## src/rtl/sm4g_pkg.sv

```systemverilog
package sm4g_pkg;

  // item kinds as they arrive on the input queue
  typedef enum logic [1:0] {
    KIND_AAD  = 2'd0,
    KIND_TEXT = 2'd1,
    KIND_FIN  = 2'd2,
    KIND_NONE = 2'd3
  } kind_e;

  // configuration register indexes
  typedef enum logic [2:0] {
    CFG_KEY_HIGH   = 3'd0,
    CFG_KEY_LOW    = 3'd1,
    CFG_NONCE_HIGH = 3'd2,
    CFG_NONCE_LOW  = 3'd3,
    CFG_DECRYPT    = 3'd4
  } cfg_idx_e;

  localparam int unsigned BlockBytes = 16;
  localparam int unsigned Rounds     = 32;
  localparam logic [4:0]  FullBytes  = 5'd16;
  localparam logic [31:0] CtrStart   = 32'd2;
  localparam logic [31:0] CtrTag     = 32'd1;
  localparam logic [7:0]  GfPoly     = 8'hE1;

  localparam logic [31:0] FK [4] = '{32'ha3b1bac6, 32'h56aa3350, 32'h677d9197, 32'hb27022dc};

  localparam logic [7:0] SBOX [256] = '{
    8'hd6,8'h90,8'he9,8'hfe,8'hcc,8'he1,8'h3d,8'hb7,8'h16,8'hb6,8'h14,8'hc2,8'h28,8'hfb,8'h2c,8'h05,
    8'h2b,8'h67,8'h9a,8'h76,8'h2a,8'hbe,8'h04,8'hc3,8'haa,8'h44,8'h13,8'h26,8'h49,8'h86,8'h06,8'h99,
    8'h9c,8'h42,8'h50,8'hf4,8'h91,8'hef,8'h98,8'h7a,8'h33,8'h54,8'h0b,8'h43,8'hed,8'hcf,8'hac,8'h62,
    8'he4,8'hb3,8'h1c,8'ha9,8'hc9,8'h08,8'he8,8'h95,8'h80,8'hdf,8'h94,8'hfa,8'h75,8'h8f,8'h3f,8'ha6,
    8'h47,8'h07,8'ha7,8'hfc,8'hf3,8'h73,8'h17,8'hba,8'h83,8'h59,8'h3c,8'h19,8'he6,8'h85,8'h4f,8'ha8,
    8'h68,8'h6b,8'h81,8'hb2,8'h71,8'h64,8'hda,8'h8b,8'hf8,8'heb,8'h0f,8'h4b,8'h70,8'h56,8'h9d,8'h35,
    8'h1e,8'h24,8'h0e,8'h5e,8'h63,8'h58,8'hd1,8'ha2,8'h25,8'h22,8'h7c,8'h3b,8'h01,8'h21,8'h78,8'h87,
    8'hd4,8'h00,8'h46,8'h57,8'h9f,8'hd3,8'h27,8'h52,8'h4c,8'h36,8'h02,8'he7,8'ha0,8'hc4,8'hc8,8'h9e,
    8'hea,8'hbf,8'h8a,8'hd2,8'h40,8'hc7,8'h38,8'hb5,8'ha3,8'hf7,8'hf2,8'hce,8'hf9,8'h61,8'h15,8'ha1,
    8'he0,8'hae,8'h5d,8'ha4,8'h9b,8'h34,8'h1a,8'h55,8'had,8'h93,8'h32,8'h30,8'hf5,8'h8c,8'hb1,8'he3,
    8'h1d,8'hf6,8'he2,8'h2e,8'h82,8'h66,8'hca,8'h60,8'hc0,8'h29,8'h23,8'hab,8'h0d,8'h53,8'h4e,8'h6f,
    8'hd5,8'hdb,8'h37,8'h45,8'hde,8'hfd,8'h8e,8'h2f,8'h03,8'hff,8'h6a,8'h72,8'h6d,8'h6c,8'h5b,8'h51,
    8'h8d,8'h1b,8'haf,8'h92,8'hbb,8'hdd,8'hbc,8'h7f,8'h11,8'hd9,8'h5c,8'h41,8'h1f,8'h10,8'h5a,8'hd8,
    8'h0a,8'hc1,8'h31,8'h88,8'ha5,8'hcd,8'h7b,8'hbd,8'h2d,8'h74,8'hd0,8'h12,8'hb8,8'he5,8'hb4,8'hb0,
    8'h89,8'h69,8'h97,8'h4a,8'h0c,8'h96,8'h77,8'h7e,8'h65,8'hb9,8'hf1,8'h09,8'hc5,8'h6e,8'hc6,8'h84,
    8'h18,8'hf0,8'h7d,8'hec,8'h3a,8'hdc,8'h4d,8'h20,8'h79,8'hee,8'h5f,8'h3e,8'hd7,8'hcb,8'h39,8'h48
  };

  typedef struct packed {
    logic [1:0]  kind;
    logic [63:0] data_high;
    logic [63:0] data_low;
    logic [4:0]  valid_bytes;
  } sm4g_in_t;

  typedef struct packed {
    logic [63:0] out_high;
    logic [63:0] out_low;
    logic [4:0]  out_bytes;
    logic        is_tag;
    logic        tag_match;
  } sm4g_out_t;

  // classified item handed from front to back
  typedef struct packed {
    kind_e        kind;
    logic [127:0] data;
    logic [4:0]   nbytes;
  } sm4g_item_t;

  function automatic logic [31:0] sub_word(input logic [31:0] x);
    sub_word = {SBOX[x[31:24]], SBOX[x[23:16]], SBOX[x[15:8]], SBOX[x[7:0]]};
  endfunction

  function automatic logic [31:0] rotl32(input logic [31:0] x, input int unsigned r);
    rotl32 = (x << r) | (x >> (32 - r));
  endfunction

  // key schedule constant: byte j of word i is (4i+j)*7 mod 256
  function automatic logic [31:0] ck_word(input logic [4:0] i);
    logic [7:0] base;
    base = {1'b0, i, 2'b00};
    ck_word = {8'(base * 8'd7), 8'((base + 8'd1) * 8'd7),
               8'((base + 8'd2) * 8'd7), 8'((base + 8'd3) * 8'd7)};
  endfunction

  // keep the first n bytes, byte 0 in the top bits
  function automatic logic [127:0] byte_mask(input logic [4:0] n);
    logic [127:0] m;
    m = '0;
    for (int b = 0; b < BlockBytes; b++) begin
      if (5'(b) < n) m[127 - 8*b -: 8] = 8'hff;
    end
    byte_mask = m;
  endfunction

endpackage

```

## src/rtl/sm4g_front.sv

```systemverilog
module sm4g_front import sm4g_pkg::*; (
  input  logic       clk_i,
  input  logic       rst_ni,
  input  logic       push,
  output logic       full,
  input  sm4g_in_t   in_data_i,
  output logic       item_valid_o,
  output sm4g_item_t item_o,
  input  logic       item_pop_i
);

  sm4g_item_t fifo_q [2];
  logic       wr_ptr_q, wr_ptr_d, rd_ptr_q, rd_ptr_d;
  logic [1:0] cnt_q, cnt_d;
  logic       wr_en, rd_en, accept;
  logic [4:0] n_norm;
  sm4g_item_t item_in;

  assign full   = (cnt_q == 2'd2);
  assign accept = push && !full;

  // normalize byte count and mask the unused bytes; FIN data passes unmasked
  always_comb begin
    n_norm = (in_data_i.valid_bytes == 5'd0 || in_data_i.valid_bytes > FullBytes)
             ? FullBytes : in_data_i.valid_bytes;
    item_in.kind   = kind_e'(in_data_i.kind);
    item_in.nbytes = n_norm;
    if (item_in.kind == KIND_FIN) begin
      item_in.data = {in_data_i.data_high, in_data_i.data_low};
    end else begin
      item_in.data = {in_data_i.data_high, in_data_i.data_low} & byte_mask(n_norm);
    end
  end

  // drop the unused kind code at the door
  assign wr_en = accept && (item_in.kind != KIND_NONE);
  assign rd_en = item_pop_i && (cnt_q != 2'd0);

  always_comb begin
    wr_ptr_d = wr_en ? ~wr_ptr_q : wr_ptr_q;
    rd_ptr_d = rd_en ? ~rd_ptr_q : rd_ptr_q;
    cnt_d    = cnt_q + {1'b0, wr_en} - {1'b0, rd_en};
  end

  always_ff @(posedge clk_i or negedge rst_ni) begin
    if (!rst_ni) begin
      wr_ptr_q <= 1'b0;
      rd_ptr_q <= 1'b0;
      cnt_q    <= 2'd0;
    end else begin
      wr_ptr_q <= wr_ptr_d;
      rd_ptr_q <= rd_ptr_d;
      cnt_q    <= cnt_d;
    end
  end

  // store the beat
  always_ff @(posedge clk_i) begin
    if (wr_en) fifo_q[wr_ptr_q] <= item_in;
  end

  assign item_valid_o = (cnt_q != 2'd0);
  assign item_o       = fifo_q[rd_ptr_q];

endmodule

```

## config.mk

```make
export PLATFORM = sky130hd
export DESIGN_NAME = sm4g_front
export DESIGN_NICKNAME = d
export VERILOG_FILES = /design/src/rtl/sm4g_pkg.sv /design/src/rtl/sm4g_front.sv
export SDC_FILE = /design/constraint.sdc
export NUM_CORES = 1
export LEC_CHECK = 0
export ABC_AREA = 1
export BUFFER_PORTS_ARGS = -buffer_cell sky130_fd_sc_hd__clkbuf_2
export CAP_MARGIN = 25
export CORE_MARGIN = 4
export CORE_UTILIZATION = 55
export CTS_BUF_LIST = sky130_fd_sc_hd__clkbuf_8
export DETAILED_ROUTE_END_ITERATION = 16
export PLACE_DENSITY = 0.91
export SLEW_MARGIN = 20
export SYNTH_ARGS = -nofsm -noshare
export SYNTH_HDL_FRONTEND = slang
export SYNTH_SLANG_ARGS = --single-unit
```

## constraint.sdc

```tcl
create_clock -name clk_i -period 7.95 [get_ports clk_i]
set_clock_uncertainty 0.2 [all_clocks]
set_input_delay 0.3975 -clock clk_i [delete_from_list [all_inputs] [get_ports clk_i]]
set_output_delay 0.3975 -clock clk_i [all_outputs]
set_load 0.005 [all_outputs]
```

==> flow_metrics.py <==
metrics = {
    "outcome": {
        "status": "finished clean",
    },
    "worst_setup_path": {
        "startpoint_type": "register",
        "crit_arrival_ns": 3.18,
        "cpMostUsedCell": "nand2_1",
        "crit_chain": "inv_4 -> buf_4 -> nand2_1 -> nand2_1 -> clkbuf_2",
        "crit_required_ns": 7.35,
        "max_stage_delay_ns": 0.78,
        "crit_fanout": 86,
        "crit_slowest_cell": "buf_4",
        "end_kind": "output pin",
        "path_class": "reg2out",
    },
    "floorplan": {
        "die-area_um2": 22700,
        "die_width_um": 151,
        "die_y_um": 151,
        "core_area_um2": 19800,
        "io_pins": 276,
        "rows": 51,
        "initial_core_util": 0.567,
    },
    "grt": {
        "antenna_found_initial": 2,
        "grt-ovfl-total": 0,
        "track_usage": 0.252,
        "grt_max_degree": 87,
        "first_global_vias": 8590,
        "grt_pass1_wl_um": 43700,
    },
    "clocking": {
        "cts_made_buffers": 43,
        "cts_root_buf": "clkbuf_8",
        "cts.sinks": 274,
        "cts.reportedPaths.clkPinSlew_ns": 0.06,
        "cts_resized": 0,
        "h-tree-depth": 2,
        "postCtsSetupBuffers": 0,
        "clock_latency_ns": 0.51,
        "cts_tree": "done",
        "clock_path_buffers": 3,
    },
    "route": {
        "firstDrtPassIters": 5,
        "vias": 8503,
        "drc_errors": 0,
        "wl_per_cell_um": 17.1,
        "wl_um": 29200,
        "drt_iter0_markers": 709,
        "ant_nets": 0,
        "viasPerCell": 4.99,
    },
    "placement": {
        "port_buffers": 275,
        "dp_hpwl_um": 17900,
        "finalWeightedCongestion": 0.826,
    },
    "sta": {
        "post-route-period-util": 0.476,
        "finalSetupTns_ns": 0,
        "worst_pin_slew_ns": 0.967,
        "rsz0062_at_grt": "false",
        "slew_viol_final": 0,
        "setup_viol": 0,
        "fin_crit_ns": 3.78,
        "max_slew_margin": 0.356,
        "finalHoldViolCount": 0,
        "max_freq_mhz": 264,
    },
    "logic_synthesis": {
        "netlist_instances": 1034,
        "syn_area_per_cell_um2": 10.8,
        "ys_seq_elements": 274,
        "synth-warning-count": 0,
        "synth_nets": 1176,
        "seq_area_frac_synth": 0.732,
        "yosysUniqueCellTypes": 22,
        "synth.cell_area_um2": 11200,
    },
    "power_and_ir_drop": {
        "totalPowerFinal_uw": 4510,
        "p_leak_uw": 0.00688,
        "powerDensity_nw_per_um2": 313,
        "ir_worst_vdd_mv": 0.184,
    },
    "final_layout": {
        "post-route-util": 0.729,
        "nNetsFinal": 1544,
        "num-fill-cells": 1269,
        "drive_gt1_frac": 0.244,
        "syn2layout_area_growth_pct": 28.6,
        "mostFrequentLayoutCell": "nand2_1",
        "layout_common_cells": "nand2_1 (443), clkbuf_2 (275), edfxtp_1 (270), inv_1 (148), nor2_1 (106)",
    },
    "min_path": {
        "hold_path.class": "in2reg",
    },
    "run": {
        "cap_violations": 0,
    },
}
[per-layer routing]
metal | routed length, um | GRT usage | up-vias
li1 | - | - | 4011
met1 | 10300 | 0.289 | 3963
met2 | 15500 | 0.453 | 445
met3 | 2350 | 0.0527 | 82
met4 | 1110 | 0.113 | 2
met5 | 9 | 0 | -
[repair_timing]
item                                   4_1_cts  5_1_grt
endpoints found under the hold margin      142        0
setup endpoints to repair                    0        0
hold buffers                                73        0
[final cells by class]
cell class                 count  area [um2]  share of cell area
timing repair buffer         355        2180               0.151
multi-input combinational    588        2360               0.163
clock inverter                34         188              0.0130
tap                          265         332              0.0230
inverter                     140         528              0.0366
clock buffer                  45         619              0.0429
antenna                        2        5.00            0.000347
sequential                   274        8210               0.569
[stage by stage]
step	area, um2	setup WS (ns)	instances	hold slack (ns)
detailed placement	12800	4.45	1548	0.00654
global placement	12800	4.54	1548	0.00698
CTS	14400	4.21	1700	0.0000674
finish	14400	4.17	1703	0.0195
global route	14400	4.00	1702	0.00239
floorplan	11200	0.888	1034	-0.0981
[registers in the layout (all words and copies together) (netlist names)]
name / flops
fifo_q: 270
cnt_q: 2
rd_ptr_q: 1
wr_ptr_q: 1
[cell families (layout without fill, tap and decap cells)]
group / Yosys count / in the layout / share of synthesized area
other: 0 / 2 / 0
XOR/XNOR: 4 / 4 / 0.00312
AND/OR/NAND/NOR: 569 / 569 / 0.195
adder cells (fa/ha/maj): 3 / 3 / 0.00335
flip-flops: 274 / 274 / 0.732
AO/OA/AOI/OAI: 12 / 12 / 0.00781
buffers and inverters: 172 / 574 / 0.0593
[critical path, delay by kind of cell, from the launching register on]
kind / cells / cell delay [ns]
buffers and inverters: 3 / 1.43
flip-flops: 1 / 0.75
AND/OR/NAND/NOR: 2 / 0.31
[Yosys cell counts]
| cell type | instances | area share |
|---|---|---|
| a21boi_0 | 8 | 0.0054 |
| a21oi_2 | 1 | 0.00078 |
| buf_2 | 10 | 0.0045 |
| buf_4 | 2 | 0.0013 |
| clkbuf_1 | 20 | 0.0067 |
| dfrtp_1 | 4 | 0.0089 |
| edfxtp_1 | 270 | 0.72 |
| ha_1 | 3 | 0.0033 |
| inv_1 | 137 | 0.046 |
| inv_2 | 3 | 0.0010 |
| nand2_1 | 443 | 0.15 |
| nand2_2 | 2 | 0.0011 |
| nand3_1 | 7 | 0.0031 |
| nor2_1 | 108 | 0.036 |
| nor2_2 | 6 | 0.0033 |
| nor2_4 | 2 | 0.0020 |
| o21ai_0 | 1 | 0.00045 |
| o21ai_1 | 1 | 0.00045 |
| o21ai_2 | 1 | 0.00078 |
| or2_2 | 1 | 0.00056 |
| xnor2_1 | 2 | 0.0016 |
| xor2_1 | 2 | 0.0016 |
[power by group]
part | switching [uW] | internal [uW]
logic | 885 | 480
registers | 119 | 1910
clock network | 523 | 590
[path summary, 6_finish.rpt]
path,to,slack [ns],startpoint,cells past startpoint
hold reg to reg,cnt_q[0],0.34,cnt_q[0],1
min in group asynchronous,rd_ptr_q,0.03,rst_ni,2
hold / removal,fifo_q[1][113],0.02,in_data_i[113],3
setup reg to reg,fifo_q[1][14],4.97,cnt_q[1],6
max in group asynchronous,rd_ptr_q,7.38,rst_ni,2
setup / recovery,item_o[127],4.17,rd_ptr_q,5
Note: power is estimated with default switching activity, not from simulation.
